**src/earc_pkg.sv**
```systemverilog
// -----------------------------------------------------------------------------
// earc_pkg
// Types, codes and constants shared by the Ethernet ARP/UDP receive classifier.
// -----------------------------------------------------------------------------
package earc_pkg;

	localparam int HEADER_BYTES_DEF   = 42;
	localparam int ARP_MIN_LENGTH_DEF = 60;

	localparam int POS_W = 6;
	localparam int LEN_W = POS_W + 1;
	localparam logic [POS_W-1:0] POS_MAX = 6'd63;
	localparam logic [LEN_W-1:0] UDP_MIN_LENGTH = 7'd42;

	localparam logic [15:0] ETYPE_ARP  = 16'h0806;
	localparam logic [15:0] ETYPE_IPV4 = 16'h0800;
	localparam logic [15:0] ARP_HTYPE_ETH = 16'h0001;
	localparam logic [7:0]  ARP_HLEN = 8'd6;
	localparam logic [7:0]  ARP_PLEN = 8'd4;
	localparam logic [15:0] ARP_OP_REQUEST = 16'h0001;
	localparam logic [15:0] ARP_OP_REPLY   = 16'h0002;
	localparam logic [7:0]  IPV4_VER_IHL = 8'h45;
	localparam logic [7:0]  PROTO_UDP    = 8'h11;
	localparam logic [15:0] IP_MIN_TOTAL = 16'd28;
	localparam logic [15:0] UDP_HDR_LEN  = 16'd8;

	localparam logic [1:0] KIND_DROP        = 2'd0;
	localparam logic [1:0] KIND_ARP_REPLY   = 2'd1;
	localparam logic [1:0] KIND_ARP_REQUEST = 2'd2;
	localparam logic [1:0] KIND_UDP         = 2'd3;

	localparam logic [1:0] REG_LOCAL_MAC  = 2'd0;
	localparam logic [1:0] REG_LOCAL_IP   = 2'd1;
	localparam logic [1:0] REG_RESOLVE_IP = 2'd2;

	typedef struct packed {
		logic [7:0] frame_byte;
		logic       frame_last;
	} in_word_t;

	typedef struct packed {
		logic [1:0]  frame_kind;
		logic        cache_updated;
		logic [47:0] cached_peer_mac;
		logic [47:0] peer_mac;
		logic [31:0] peer_ip;
		logic [15:0] source_port;
		logic [15:0] dest_port;
		logic [15:0] payload_length;
	} desc_t;

	typedef struct packed {
		logic [1:0]  index;
		logic [47:0] value;
	} cfg_word_t;

endpackage

```
**src/earc_stream_if.sv**
```systemverilog
// -----------------------------------------------------------------------------
// earc_stream_if
// Valid/ready channel carrying one word of a chosen type.
// -----------------------------------------------------------------------------
interface earc_stream_if #(
	parameter type word_t = logic
);
	logic  valid;
	logic  ready;
	word_t data;

	modport source (output valid, output data, input ready);
	modport sink (input valid, input data, output ready);
endinterface

```
**src/earc_cell.sv**
```systemverilog
// -----------------------------------------------------------------------------
// earc_cell
// One header byte slot; a write token passes from slot to slot per byte.
// -----------------------------------------------------------------------------
module earc_cell (
	input  logic       clk,
	input  logic       arst_n,
	input  logic       accept,
	input  logic       last,
	input  logic       tok_in,
	input  logic [7:0] frame_byte,
	output logic       tok_out,
	output logic [7:0] hdr_byte
);
	logic       tok_q;
	logic [7:0] byte_q;

	always_ff @(posedge clk or negedge arst_n) begin
		if (!arst_n) begin
			tok_q <= 1'b0;
		end else if (accept) begin
			// The token moves on unless the frame ends here.
			tok_q <= tok_in & ~last;
		end
	end

	always_ff @(posedge clk) begin
		if (accept && tok_in) begin
			byte_q <= frame_byte;
		end
	end

	assign tok_out  = tok_q;
	assign hdr_byte = byte_q;
endmodule

```
**src/earc_header_chain.sv**
```systemverilog
// -----------------------------------------------------------------------------
// earc_header_chain
// Row of byte cells that captures the leading header bytes of each frame.
// -----------------------------------------------------------------------------
module earc_header_chain #(
	parameter int HEADER_BYTES = earc_pkg::HEADER_BYTES_DEF
) (
	input  logic       clk,
	input  logic       arst_n,
	input  logic       accept,
	input  logic       last,
	input  logic       start,
	input  logic [7:0] frame_byte,
	output logic [7:0] hdr [HEADER_BYTES]
);
	logic tok [HEADER_BYTES];

	for (genvar i = 0; i < HEADER_BYTES; i++) begin : g_cell
		logic tok_in;
		if (i == 0) begin : g_head
			assign tok_in = start;
		end else begin : g_body
			assign tok_in = tok[i-1];
		end

		earc_cell u_cell (
			.clk        (clk),
			.arst_n     (arst_n),
			.accept     (accept),
			.last       (last),
			.tok_in     (tok_in),
			.frame_byte (frame_byte),
			.tok_out    (tok[i]),
			.hdr_byte   (hdr[i])
		);
	end
endmodule

```
**src/earc_classifier.sv**
```systemverilog
// -----------------------------------------------------------------------------
// earc_classifier
// Decodes the captured header into one frame descriptor.
// -----------------------------------------------------------------------------
module earc_classifier #(
	parameter int HEADER_BYTES   = earc_pkg::HEADER_BYTES_DEF,
	parameter int ARP_MIN_LENGTH = earc_pkg::ARP_MIN_LENGTH_DEF
) (
	input  logic [7:0]              hdr [HEADER_BYTES],
	input  logic [earc_pkg::LEN_W-1:0] len,
	input  logic [31:0]             local_ip,
	input  logic [31:0]             resolve_ip,
	input  logic [47:0]             cache,
	output earc_pkg::desc_t         desc,
	output logic                    cache_load
);
	import earc_pkg::*;

	logic [15:0] etype, arp_htype, arp_ptype, arp_op, ip_total, udp_len;
	logic [47:0] arp_smac;
	logic [31:0] arp_sip, arp_tip, ip_src, ip_dst;
	logic [15:0] udp_sport, udp_dport;
	logic        arp_ok, udp_ok;

	assign etype     = {hdr[12], hdr[13]};
	assign arp_htype = {hdr[14], hdr[15]};
	assign arp_ptype = {hdr[16], hdr[17]};
	assign arp_op    = {hdr[20], hdr[21]};
	assign arp_smac  = {hdr[22], hdr[23], hdr[24], hdr[25], hdr[26], hdr[27]};
	assign arp_sip   = {hdr[28], hdr[29], hdr[30], hdr[31]};
	assign arp_tip   = {hdr[38], hdr[39], hdr[40], hdr[41]};
	assign ip_total  = {hdr[16], hdr[17]};
	assign ip_src    = {hdr[26], hdr[27], hdr[28], hdr[29]};
	assign ip_dst    = {hdr[30], hdr[31], hdr[32], hdr[33]};
	assign udp_sport = {hdr[34], hdr[35]};
	assign udp_dport = {hdr[36], hdr[37]};
	assign udp_len   = {hdr[38], hdr[39]};

	assign arp_ok = (etype == ETYPE_ARP) && (len >= LEN_W'(ARP_MIN_LENGTH)) &&
		(len >= UDP_MIN_LENGTH) && (arp_htype == ARP_HTYPE_ETH) &&
		(arp_ptype == ETYPE_IPV4) && (hdr[18] == ARP_HLEN) && (hdr[19] == ARP_PLEN);

	assign udp_ok = (etype == ETYPE_IPV4) && (len >= UDP_MIN_LENGTH) &&
		(hdr[14] == IPV4_VER_IHL) && (ip_total >= IP_MIN_TOTAL) &&
		(hdr[23] == PROTO_UDP) && (ip_dst == local_ip) && (udp_len >= UDP_HDR_LEN);

	always_comb begin
		desc = '0;
		cache_load = 1'b0;
		priority if (arp_ok) begin
			if (arp_op == ARP_OP_REPLY) begin
				desc.frame_kind = KIND_ARP_REPLY;
				desc.peer_mac   = arp_smac;
				desc.peer_ip    = arp_sip;
				cache_load      = (arp_sip == resolve_ip);
			end else if (arp_op == ARP_OP_REQUEST && arp_tip == local_ip) begin
				desc.frame_kind = KIND_ARP_REQUEST;
				desc.peer_mac   = arp_smac;
				desc.peer_ip    = arp_sip;
			end
		end else if (udp_ok) begin
			desc.frame_kind     = KIND_UDP;
			desc.peer_ip        = ip_src;
			desc.source_port    = udp_sport;
			desc.dest_port      = udp_dport;
			desc.payload_length = udp_len - UDP_HDR_LEN;
		end else begin
			desc.frame_kind = KIND_DROP;
		end
		desc.cache_updated   = cache_load;
		desc.cached_peer_mac = cache_load ? arp_smac : cache;
	end
endmodule

```
**src/eth_arp_udp_rx_classifier_core.sv**
```systemverilog
// The final byte of a frame sets last_s1; its descriptor then loads into the output register.
// Throughput: one byte per cycle while in.ready is high, set by the header cell row.
// Input ready falls only while a finished descriptor waits for the output register to drain.
// Reset clears the byte counter, cell tokens, cached MAC, addresses and valid flags;
// the header cells hold undefined bytes until a frame writes them.
// -----------------------------------------------------------------------------
// eth_arp_udp_rx_classifier_core
// Receive classifier for Ethernet frames carrying ARP or IPv4/UDP.
// -----------------------------------------------------------------------------
module eth_arp_udp_rx_classifier_core #(
	parameter int HEADER_BYTES   = earc_pkg::HEADER_BYTES_DEF,
	parameter int ARP_MIN_LENGTH = earc_pkg::ARP_MIN_LENGTH_DEF
) (
	input  logic          clk,
	input  logic          arst_n,
	earc_stream_if.sink   in,
	earc_stream_if.source out,
	earc_stream_if.sink   cfg
);
	import earc_pkg::*;

	logic [POS_W-1:0] pos_q;
	logic             last_s1;
	logic [LEN_W-1:0] len_s1;
	logic             valid_s2;
	desc_t            desc_s2;
	logic [31:0]      local_ip_q, resolve_ip_q;
	logic [47:0]      cache_q;

	logic       in_acc, in_last, cfg_acc, stall, load, cache_load;
	logic [7:0] hdr [HEADER_BYTES];
	desc_t      desc;

	assign in_acc  = in.valid & in.ready;
	assign in_last = in.data.frame_last;
	assign cfg_acc = cfg.valid & cfg.ready;
	assign stall   = last_s1 & valid_s2 & ~out.ready;
	assign load    = last_s1 & ~stall;

	assign in.ready  = ~stall;
	assign cfg.ready = 1'b1;
	assign out.valid = valid_s2;
	assign out.data  = desc_s2;

	always_ff @(posedge clk or negedge arst_n) begin
		if (!arst_n) begin
			pos_q <= '0;
		end else if (in_acc) begin
			if (in_last) begin
				pos_q <= '0;
			end else if (pos_q != POS_MAX) begin
				pos_q <= pos_q + 1'b1;
			end
		end
	end

	earc_header_chain #(
		.HEADER_BYTES (HEADER_BYTES)
	) u_chain (
		.clk        (clk),
		.arst_n     (arst_n),
		.accept     (in_acc),
		.last       (in_last),
		.start      (pos_q == '0),
		.frame_byte (in.data.frame_byte),
		.hdr        (hdr)
	);

	always_ff @(posedge clk or negedge arst_n) begin
		if (!arst_n) begin
			last_s1 <= 1'b0;
		end else if (in_acc && in_last) begin
			last_s1 <= 1'b1;
		end else if (load) begin
			last_s1 <= 1'b0;
		end
	end

	always_ff @(posedge clk) begin
		if (in_acc && in_last) begin
			len_s1 <= {1'b0, pos_q} + 1'b1;
		end
	end

	earc_classifier #(
		.HEADER_BYTES   (HEADER_BYTES),
		.ARP_MIN_LENGTH (ARP_MIN_LENGTH)
	) u_classifier (
		.hdr        (hdr),
		.len        (len_s1),
		.local_ip   (local_ip_q),
		.resolve_ip (resolve_ip_q),
		.cache      (cache_q),
		.desc       (desc),
		.cache_load (cache_load)
	);

	always_ff @(posedge clk or negedge arst_n) begin
		if (!arst_n) begin
			valid_s2 <= 1'b0;
		end else if (load) begin
			valid_s2 <= 1'b1;
		end else if (out.ready) begin
			valid_s2 <= 1'b0;
		end
	end

	always_ff @(posedge clk) begin
		if (load) begin
			desc_s2 <= desc;
		end
	end

	// The own MAC address plays no part on the receive side, so a write to it is dropped.
	always_ff @(posedge clk or negedge arst_n) begin
		if (!arst_n) begin
			local_ip_q   <= '0;
			resolve_ip_q <= '0;
			cache_q      <= '0;
		end else if (cfg_acc) begin
			unique case (cfg.data.index)
				REG_LOCAL_IP: begin
					local_ip_q <= cfg.data.value[31:0];
				end
				REG_RESOLVE_IP: begin
					resolve_ip_q <= cfg.data.value[31:0];
					cache_q      <= '0;
				end
				default: begin
				end
			endcase
		end else if (load && cache_load) begin
			cache_q <= desc.peer_mac;
		end
	end

`ifndef SYNTH
	a_ready_only_on_stall: assert property (@(posedge clk) disable iff (!arst_n)
		!in.ready |-> (last_s1 && valid_s2))
		else $error("input held off without a waiting descriptor");

	a_load_gives_word: assert property (@(posedge clk) disable iff (!arst_n)
		load |=> valid_s2)
		else $error("finished descriptor did not reach the output register");

	a_last_restarts: assert property (@(posedge clk) disable iff (!arst_n)
		(in_acc && in_last) |=> (pos_q == '0 && last_s1))
		else $error("final byte did not restart the count or raise a descriptor");

	a_update_is_reply: assert property (@(posedge clk) disable iff (!arst_n)
		(valid_s2 && desc_s2.cache_updated) |->
		(desc_s2.frame_kind == KIND_ARP_REPLY && desc_s2.cached_peer_mac == desc_s2.peer_mac))
		else $error("cache update reported outside a matching ARP reply");
`endif
endmodule

```
**src/flat_wrapper.sv**
```systemverilog
// flat-port wrapper written by rule: the top's interface ports become plain ports
module eth_arp_udp_rx_classifier_core_flat import earc_pkg::*;
#(
	parameter int HEADER_BYTES   = earc_pkg::HEADER_BYTES_DEF,
	parameter int ARP_MIN_LENGTH = earc_pkg::ARP_MIN_LENGTH_DEF
)
  (clk, arst_n, in_valid, in_data, in_ready, out_valid, out_data, out_ready, cfg_valid, cfg_data, cfg_ready);
  earc_stream_if #(.word_t(in_word_t)) in_i ();
  earc_stream_if #(.word_t(desc_t)) out_i ();
  earc_stream_if #(.word_t(cfg_word_t)) cfg_i ();
  input  logic clk;
  input  logic arst_n;
  input wire logic [$bits(in_i.valid)-1:0] in_valid;
  input wire logic [$bits(in_i.data)-1:0] in_data;
  output wire logic [$bits(in_i.ready)-1:0] in_ready;
  output wire logic [$bits(out_i.valid)-1:0] out_valid;
  output wire logic [$bits(out_i.data)-1:0] out_data;
  input wire logic [$bits(out_i.ready)-1:0] out_ready;
  input wire logic [$bits(cfg_i.valid)-1:0] cfg_valid;
  input wire logic [$bits(cfg_i.data)-1:0] cfg_data;
  output wire logic [$bits(cfg_i.ready)-1:0] cfg_ready;
  assign in_i.valid = in_valid;
  assign in_i.data = in_data;
  assign in_ready = in_i.ready;
  assign out_valid = out_i.valid;
  assign out_data = out_i.data;
  assign out_i.ready = out_ready;
  assign cfg_i.valid = cfg_valid;
  assign cfg_i.data = cfg_data;
  assign cfg_ready = cfg_i.ready;
  eth_arp_udp_rx_classifier_core #(.HEADER_BYTES(HEADER_BYTES), .ARP_MIN_LENGTH(ARP_MIN_LENGTH)) u_core (.clk(clk), .arst_n(arst_n), .in(in_i), .out(out_i), .cfg(cfg_i));
endmodule
```
**config.mk**
```make
export PLATFORM = sky130hd
export DESIGN_NAME = eth_arp_udp_rx_classifier_core_flat
export DESIGN_NICKNAME = d
export VERILOG_FILES = /design/src/earc_pkg.sv /design/src/earc_stream_if.sv /design/src/earc_cell.sv /design/src/earc_header_chain.sv /design/src/earc_classifier.sv /design/src/eth_arp_udp_rx_classifier_core.sv /design/src/flat_wrapper.sv
export SDC_FILE = /design/constraint.sdc
export NUM_CORES = 1
export LEC_CHECK = 0
export BUFFER_PORTS_ARGS = -buffer_cell sky130_fd_sc_hd__buf_4
export CORE_MARGIN = 4
export CORE_UTILIZATION = 55
export CTS_BUF_LIST = sky130_fd_sc_hd__clkbuf_2 sky130_fd_sc_hd__clkbuf_4 sky130_fd_sc_hd__clkbuf_8
export CTS_CLUSTER_SIZE = 20
export DETAILED_ROUTE_END_ITERATION = 7
export GPL_TIMING_DRIVEN = 0
export PLACE_DENSITY = 0.75
export RECOVER_POWER = 25
export SYNTH_ARGS = -nofsm -noshare
export SYNTH_HDL_FRONTEND = slang
export SYNTH_SLANG_ARGS = --single-unit
export TNS_END_PERCENT = 1
```
**constraint.sdc**
```tcl
create_clock -name clk -period 17.7 [get_ports clk]
set_clock_uncertainty 0.05 [all_clocks]
set_input_delay 0.885 -clock clk [delete_from_list [all_inputs] [get_ports clk]]
set_output_delay 0.885 -clock clk [all_outputs]
set_load 0.005 [all_outputs]
```
**Word level (Yosys, flattened, before mapping)**

Index checks and enable logic that the tools add are counted.

- Logic and storage cells: 235
- Register bits: 587

- Reductions and logical operators: 55
- Bitwise gates (word level): 49
- Add/sub/neg operators: 3
- $lt $le $gt $ge: 4
- Muxes and demuxes: 21
- Equality and inequality tests: 17

Operators by type and width:

| operator | number |
|---|---|
| 2-to-1 mux 48 bit | 5 |
| 2-to-1 mux 80 bit | 3 |
| equality test 32 bit | 3 |
| equality test 16 x 12 -> 1 bit, second input constant | 3 |
| AND 1 bit | 45 |
| logical AND 1 bit | 45 |
| equality test 16 x 1 -> 1 bit, second input constant | 2 |
| 2-to-1 mux 32 bit | 1 |
| equality test 16 x 2 -> 1 bit, second input constant | 1 |
| equality test 8 x 3 -> 1 bit, second input constant | 2 |
| >= comparator 16 x 4 -> 1 bit, second input constant | 1 |
| >= comparator 16 x 5 -> 1 bit, second input constant | 1 |
| subtractor 16 x 4 -> 16 bit, second input constant | 1 |
| >= comparator 7 x 6 -> 1 bit, second input constant | 2 |
| 2-to-1 mux 6 bit | 2 |
| equality test 8 x 5 -> 1 bit, second input constant | 1 |
| equality test 8 x 7 -> 1 bit, second input constant | 1 |
| 2-to-1 mux 2 bit | 4 |
| AND reduction 2 bit | 4 |
| nonzero test 2 bit | 4 |
| adder 6 x 1 -> 7 bit, second input constant | 1 |
| adder 6 x 1 -> 6 bit, second input constant | 1 |
| logical NOT 6 bit | 1 |
| 2-to-1 mux 1 bit | 6 |
| 6 further kinds | 9 |

**Depth between registers and ports, before layout**

Gate-level depths: netlist of the first run.

- Word-level depth: 11
- Gate-level depth with buffers: 9
- Depth with buffers taken out: 6

**Hierarchy**

Synthesis of the first run repeated with hierarchy kept, for this count alone.

- Cell total of the unflattened synthesis: 1556
- Area total of the unflattened synthesis: 25846.0 um^2

Modules (own cells, without submodules):

| module | cells each | seq. area each (um^2) | area each (um^2) | times used |
|---|---|---|---|---|
| earc_cell | 13 | 265.3 | 287.8 | 42 |
| eth_arp_udp_rx_classifier_core | 593 | 8588.2 | 10470.0 | 1 |
| earc_classifier | 417 | 0.0 | 3289.4 | 1 |

**Least setup slack after synthesis of the first run**

No wires, ideal clock.

- Path kind: in2reg
- Start: in out_ready
- End: reg u_core.cache_q[27]
- Cell stages on the path: 6
- Setup time: 79 ps
- Required time: 17571 ps
- Path buffers: 2
- Slack: 11117 ps
- Arrival: 6453 ps
- Cells stage by stage: nand2b_1 > and2_1 > nor4b_2 > buf_4 > buf_6 > mux2i_1

- Longest elaborated chain between the ends: 7

Ends and longest elaborated chain:

| what | RTL line | text |
|---|---|---|
| start, declared | flat_wrapper.sv:18 | `input wire logic [$bits(out_i.ready)-1:0] out_ready;` |
| inverter 1 bit | eth_arp_udp_rx_classifier_core.sv:37 | `assign stall = last_s1 & valid_s2 & ~out.ready;` |
| AND 1 bit | eth_arp_udp_rx_classifier_core.sv:37 |  |
| inverter 1 bit | eth_arp_udp_rx_classifier_core.sv:38 | `assign load = last_s1 & ~stall;` |
| AND 1 bit | eth_arp_udp_rx_classifier_core.sv:38 |  |
| named net u_core.load | eth_arp_udp_rx_classifier_core.sv:30 | `logic in_acc, in_last, cfg_acc, stall, load, cache_load;` |
| logical AND 1 bit | eth_arp_udp_rx_classifier_core.sv:132 | `end else if (load && cache_load) begin` |
| nonzero test 2 bit (no line) | -- |  |
| AND reduction 2 bit (no line) | -- |  |
| end signal, assigned | eth_arp_udp_rx_classifier_core.sv:133 | `cache_q <= desc.peer_mac;` |
| end, declared | eth_arp_udp_rx_classifier_core.sv:28 | `logic [47:0] cache_q;` |

The timed path passes the listed nets, and every way through them passes these cells.
A chain may end at the register's enable or synchronous reset.

==> results of run 1 <==
[cells by family after synthesis]
| group | count (synthesis) | synth area share |
|---|---|---|
| buffers and inverters | 122 | 0.0225 |
| adders and majority gates | 3 | 0.00164 |
| AOI/OAI and AO/OA | 54 | 0.0200 |
| xor gates and xnor gates | 110 | 0.0422 |
| DFF | 586 | 0.736 |
| and+or+nand+nor | 416 | 0.102 |
| muxes | 160 | 0.0763 |
| other | 1 | 0.000164 |
[layout make-up]
type                       count  area, um^2
multi-input combinational    744        5520
clock inverter                25         118
clock buffer                 134        1670
tap                          532         666
buffer                        67         307
timing repair buffer         231        1740
inverter                      55         206
fill                        2873       13900
sequential                   586       16800
[flip-flops by register name (all words and copies together) (netlist names)]
signal                                 flops
u_core.cache_q                            48
u_core.last_s1                             1
u_core.len_s1                              6
u_core.local_ip_q                         32
u_core.out.data                          179
u_core.out.valid                           1
u_core.pos_q                               6
u_core.resolve_ip_q                       32
u_core.u_chain.g_cell.u_cell.hdr_byte    240
u_core.u_chain.g_cell.u_cell.tok_out      41
[stage by stage]
step	area, um^2	utilization
detailed placement	25300	0.618
finish	27000	0.660
floorplan	22800	-
global route	27000	0.660
CTS	27100	0.662
global placement	25200	0.616
[power breakdown]
part / switching (mW) / internal [mW] / total [mW] / leakage, nW
Clock: 0.492 / 0.600 / 1.09 / 0.943
Sequential: 0.0463 / 1.54 / 1.58 / 5.98
Combinational: 0.0951 / 0.0905 / 0.186 / 3.53
Total: 0.633 / 2.23 / 2.86 / 10.5
[worst paths after layout]
path                       slack, ns  cells past startpoint                                                   end                                                    from
max                             9.84                      2                        u_core.cache_q[42]$_DFFE_PN0P_                                                  arst_n
min                             0.42                      2  u_core.u_chain.g_cell[40].u_cell.tok_out$_DFFE_PN0P_    u_core.u_chain.g_cell[40].u_cell.tok_out$_DFFE_PN0P_
max reg2reg                    13.78                      8                      u_core.out.data[1]$_SDFFCE_PP0P_  u_core.u_chain.g_cell[31].u_cell.hdr_byte[7]$_DFFE_PP_
min reg2reg                     0.42                      2  u_core.u_chain.g_cell[40].u_cell.tok_out$_DFFE_PN0P_    u_core.u_chain.g_cell[40].u_cell.tok_out$_DFFE_PN0P_
max in group clk               13.78                      8                      u_core.out.data[1]$_SDFFCE_PP0P_  u_core.u_chain.g_cell[31].u_cell.hdr_byte[7]$_DFFE_PP_
min in group asynchronous       1.78                      1                      u_core.local_ip_q[6]$_DFFE_PN0P_                                                  arst_n
[cells in the final DEF (no fill, tap or decap), drive strengths merged, types with 40 or more instances in the layout]
cell type / Yosys / final
edfxtp: 425 / 425
inv: 55 / 56
xnor2: 85 / 85
buf: 17 / 238
nand3b: 44 / 44
mux2i: 48 / 48
nor4: 40 / 40
clkbuf: 50 / 194
nand2: 145 / 145
dfrtp: 161 / 161
and2: 86 / 86
mux2: 112 / 112
[per-layer routing]
layer  share of wire  routed length (um)  track usage  vias up
met4           0.026                1390       0.0764        0
met2            0.49               25900        0.381      544
li1                -                   -            -     5944
met1            0.41               22100        0.329     6667
met3           0.073                3910       0.0434       89
met5               0                   0            0        -
==> results.py, run 1 <==
metrics = {
    "synthesis": {
        "synth-edff-count": 425,
        "ys_ff_latch": 586,
        "post-synth-top-count-cell": "edfxtp_1",
        "syn_nets": 1519,
        "synth_ff_type": "edfxtp_1",
        "syn_area_um2": 22800,
        "ys_seq_area_frac": 0.736,
        "syn_avg_cell_area_um2": 15.7,
        "netlist_top_cells_count": "edfxtp_1, dfrtp_1, nand2_1",
        "synth_warnings": 0,
        "ys_async_sr_fraction": 0.275,
        "synthCells": 1452,
        "yosysTopAreaCellShare": 0.559,
        "ys_types": 43,
        "synth.largest_area_cell": "edfxtp_1",
        "yosys-top-cells-area": "edfxtp_1, dfrtp_1, mux2_2, xnor2_1, nand2_1",
    },
    "setup_path": {
        "arrival_ns": 7.45,
        "slowest_stage": "clkbuf_1",
        "critPathMaxFanout": 82,
        "startpoint_type": "primary input",
        "critPathMaxStageDelay_ns": 3.39,
        "critical_path.most_common_cell": "clkbuf_1",
        "critPathCaptureType": "async pin",
        "crit_required_ns": 17.30,
        "crit_family": "buffers and inverters",
        "path_cells": "clkbuf_1 > clkbuf_1",
        "path_buf_inv": 2,
        "worstSetupPathType": "in -> async",
    },
    "cts": {
        "post_cts_buffers": 0,
        "ctsResizeCount": 0,
        "clk_pin_slew_worst_paths_ns": 0.06,
        "cts_root_buffer": "clkbuf_8",
        "cts_tree": "built",
        "cts_buffers": 87,
        "cts.path.max_buffers": 3,
        "clock_latency_ns": 0.64,
        "cts.sinks": 586,
        "hold_buffers": 0,
        "htree_levels": 3,
    },
    "global_route": {
        "grt_pass1_vias": 13300,
        "grt_use_total": 0.235,
        "antenna_found_initial": 0,
        "grt_max_degree": 83,
        "grt.overflow.total": 0,
        "grt_pass1_wl_um": 79000,
    },
    "routing": {
        "drtIter0Drc": 1166,
        "drt_wl_total_um": 53300,
        "wl_per_cell_um": 22.5,
        "viasPerCell": 5.58,
        "route.vias.total": 13200,
        "dr.pass1.iters": 5,
        "ant_nets": 0,
        "drc": 0,
    },
    "hold_path": {
        "hold_class": "reg -> reg",
    },
    "placed_design": {
        "dp_slack_ns": 13.68,
        "port-buffer-count": 228,
        "dp_hpwl_um": 36500,
        "dp.cells": 2215,
        "gp_congestion": 0.919,
    },
    "sta": {
        "setup_viol": 0,
        "tightest_slew_ns": 4.58,
        "setup_tns_ns": 0,
        "slew_headroom": -2.05,
        "whs_ns": 0.419,
        "fin_crit_ns": 7.86,
        "max_freq_mhz": 127,
        "report.final.slew_viol_count": 412,
        "hold_viol": 0,
        "fin_crit_sh": 0.444,
        "worst_slack_ns": 9.84,
        "rsz0062_at_grt": "false",
    },
    "run_status": {
        "outcome": "finished with violations",
        "violations": "max-capacitance violations, max-slew violations",
    },
    "power_and_ir_drop": {
        "ir_worst_vdd_mv": 0.0594,
        "p_leak_nw": 10.5,
        "power_density_nw_per_um2": 106,
        "power.total_mw": 2.86,
    },
    "floorplan": {
        "die_area_um2": 44800,
        "start_util": 0.558,
        "die_y_um": 212,
        "pin_count": 246,
        "die_w_um": 212,
        "std_cell_rows": 74,
        "fp.coreArea_um2": 40900,
    },
    "finish": {
        "syn_to_final_growth_pct": 18.4,
        "antennaDiodeCount": 0,
        "finalNonFillerCells": 2374,
        "drive_gt1_frac": 0.271,
        "nNetsFinal": 1839,
    },
    "job": {
        "maxCapViolCount": 10,
    },
}
No activity file was read; power rests on OpenSTA's default activity.
==> inputs of run 2 (changes only) <==
Settings changed: PLACE_DENSITY 0.75 to 0.78.
Clock period 17.7 ns to 6.4 ns, I/O delays scaled along.
==> run 2 against run 1 <==
The flow still finishes with violations (max-capacitance violations, max-slew violations); power rose to 2.8 times the previous value; global-route usage up 0.34 points; wire length rose by 1.4%; utilization grew 1.2 points; flip-flop and latch count unchanged; non-clock buffer count grew 35; combinational power rose to 2.9 times the previous value; largest power group unchanged.
==> results.py, run 2 (synthesis gave the netlist of run 1 again) <==
metrics = {
    "run_status": {
        "outcome": "finished with violations",
        "violations": "max-capacitance violations, max-slew violations",
    },
    "finish": {
        "nNetsFinal": 1876,
        "largest_register_ffs": 240,
        "drive_gt1_frac": 0.270,
        "stdcell_area_um2": 27500,
        "layout_common_cells": "edfxtp_1, buf_4, dfrtp_1",
        "syn_to_final_growth_pct": 20.5,
        "final_common_cell": "edfxtp_1",
    },
    "setup_path": {
        "slowest_stage": "nor4_1",
        "crit_required_ns": 6.85,
        "critPathMaxStageDelay_ns": 0.86,
        "crit_family": "simple AND/OR/NAND/NOR gates",
        "worstSetupPathType": "reg -> reg",
        "arrival_ns": 4.38,
        "path_cells": "xor2_1 > nor4_1 > nand4_1 > or4b_1 > buf_2 > nor3_4 > clkbuf_1 > and2_1",
        "startpoint_type": "register",
        "critPathCaptureType": "register",
        "critPathMaxFanout": 10,
        "reg2reg_slack_ns": 2.47,
        "path_buf_inv": 2,
    },
    "sta": {
        "rsz0062_at_grt": "false",
        "slew_headroom": -1.65,
        "tightest_slew_ns": 3.97,
        "setup_tns_ns": 0,
        "worst_slack_ns": 2.47,
        "fin_crit_sh": 0.614,
        "fin_crit_ns": 3.93,
        "max_freq_mhz": 254,
        "report.final.slew_viol_count": 317,
        "setup_viol": 0,
        "hold_viol": 0,
    },
    "routing": {
        "ant_nets": 0,
        "dr.pass1.iters": 5,
        "drtIter0Drc": 1350,
        "drt_wl_total_um": 54000,
        "drc": 0,
        "wl_per_cell_um": 22.3,
        "route.vias.total": 13500,
        "viasPerCell": 5.58,
    },
    "global_route": {
        "antenna_found_initial": 1,
        "grtUsageMet3": 0.0436,
        "grt_use_total": 0.239,
        "grt_pass1_wl_um": 80600,
        "grt_max_degree": 94,
        "grt.overflow.total": 0,
        "grt_pass1_vias": 13600,
        "grt-busiest-layer": "met2",
        "grt_use_met1": 0.328,
        "met2_usage": 0.386,
    },
    "power_and_ir_drop": {
        "ir_worst_vdd_mv": 0.163,
        "power_frac_comb": 0.066,
        "clock_power_share": 0.393,
        "power.total_mw": 8.10,
        "p_leak_nw": 10.7,
        "seq_power_share": 0.541,
        "netSwitchingFraction": 0.223,
        "p_int_mw": 6.29,
        "power_density_nw_per_um2": 294,
        "switchingPower_mw": 1.81,
    },
    "cts": {
        "cts_buffers": 89,
        "cts.sinks": 586,
        "htree_levels": 3,
        "cts.path.max_buffers": 3,
        "cts_tree": "built",
        "clk_pin_slew_worst_paths_ns": 0.06,
        "cts_root_buffer": "clkbuf_8",
        "clock_latency_ns": 0.65,
        "post_cts_buffers": 0,
    },
    "floorplan": {
        "fp.coreArea_um2": 40900,
        "pin_count": 246,
        "start_util": 0.558,
        "die_w_um": 212,
        "std_cell_rows": 74,
        "die_area_um2": 44800,
        "die_y_um": 212,
    },
    "hold_path": {
        "hold_class": "in -> reg",
    },
    "placed_design": {
        "place_area_um2": 25300,
        "dp_hpwl_um": 36900,
        "gp_congestion": 0.899,
        "dp_slack_ns": 2.46,
        "port-buffer-count": 228,
    },
    "job": {
        "maxCapViolCount": 9,
    },
}
==> run 2: cell count changes in the layout (fill, tap and decap cells not counted), sizes merged <==
cell	before	now
diode	0	1
bufinv	0	4
clkbuf	194	184
buf	238	239
inv	56	57
dlygate4sd3	0	35
clkinvlp	3	5
clkinv	21	32
==> run 2: layout make-up <==
class	instances	area [um^2]
diodes	1	2.50
plain buffers	67	307
clock buffers	125	1580
clock inverters	43	318
fillers	2789	13400
inverters	55	206
multi-input cells	744	5520
flip-flops and latches	586	16800
well taps	532	666
repair buffers	266	2110
==> run 2: timing repair <==
action | CTS | global route
hold buffers | 35 | 0
resized for setup | 0 | 0
hold endpoints to repair | 136 | 0
==> run 2: layer usage <==
metal | part of all wire | routed length (um)
met1 | 0.41 | 22100
met2 | 0.49 | 26300
met3 | 0.073 | 3950
met4 | 0.031 | 1700
met5 | 0 | 0
==> run 2: power groups by stage <==
stage / Combinational, mW / Sequential, mW / Clock (mW)
CTS: 0.541 / 4.37 / 3.24
floorplan: 0.237 / 4.43 / 0
global route: 0.575 / 4.39 / 3.44
finish: 0.535 / 4.38 / 3.19
global placement: 0.494 / 4.47 / 0
detailed placement: 0.519 / 4.45 / 0
==> run 2: final timing paths <==
kind,from,end,cells after the start
worst min-delay path,in_valid,u_core.u_chain.g_cell[0].u_cell.tok_out$_DFFE_PN0P_,4
worst min register to register,u_core.u_chain.g_cell[5].u_cell.tok_out$_DFFE_PN0P_,u_core.u_chain.g_cell[5].u_cell.tok_out$_DFFE_PN0P_,2
min in group asynchronous,arst_n,u_core.resolve_ip_q[6]$_DFFE_PN0P_,2
worst max-delay path,u_core.u_chain.g_cell[31].u_cell.hdr_byte[7]$_DFFE_PP_,u_core.out.data[0]$_SDFFCE_PP0P_,8
worst max register to register,u_core.u_chain.g_cell[31].u_cell.hdr_byte[7]$_DFFE_PP_,u_core.out.data[0]$_SDFFCE_PP0P_,8
max in group asynchronous,arst_n,u_core.u_chain.g_cell[30].u_cell.tok_out$_DFFE_PN0P_,2
==> run 2: tightest hold or removal path, stage by stage <==
cell	delay, ns
buf_4	0.11
nand2_1	0.22
nand2_1	0.14
nand2_1	0.05
==> run 2: stage by stage <==
step	hold slack [ns]	cells	utilization
finish	0.185	2419	0.672
CTS	0.0564	2418	0.673
floorplan	-0.0256	1452	-
detailed placement	0.261	2215	0.618
global route	0.178	2419	0.672
global placement	0.401	2212	0.616
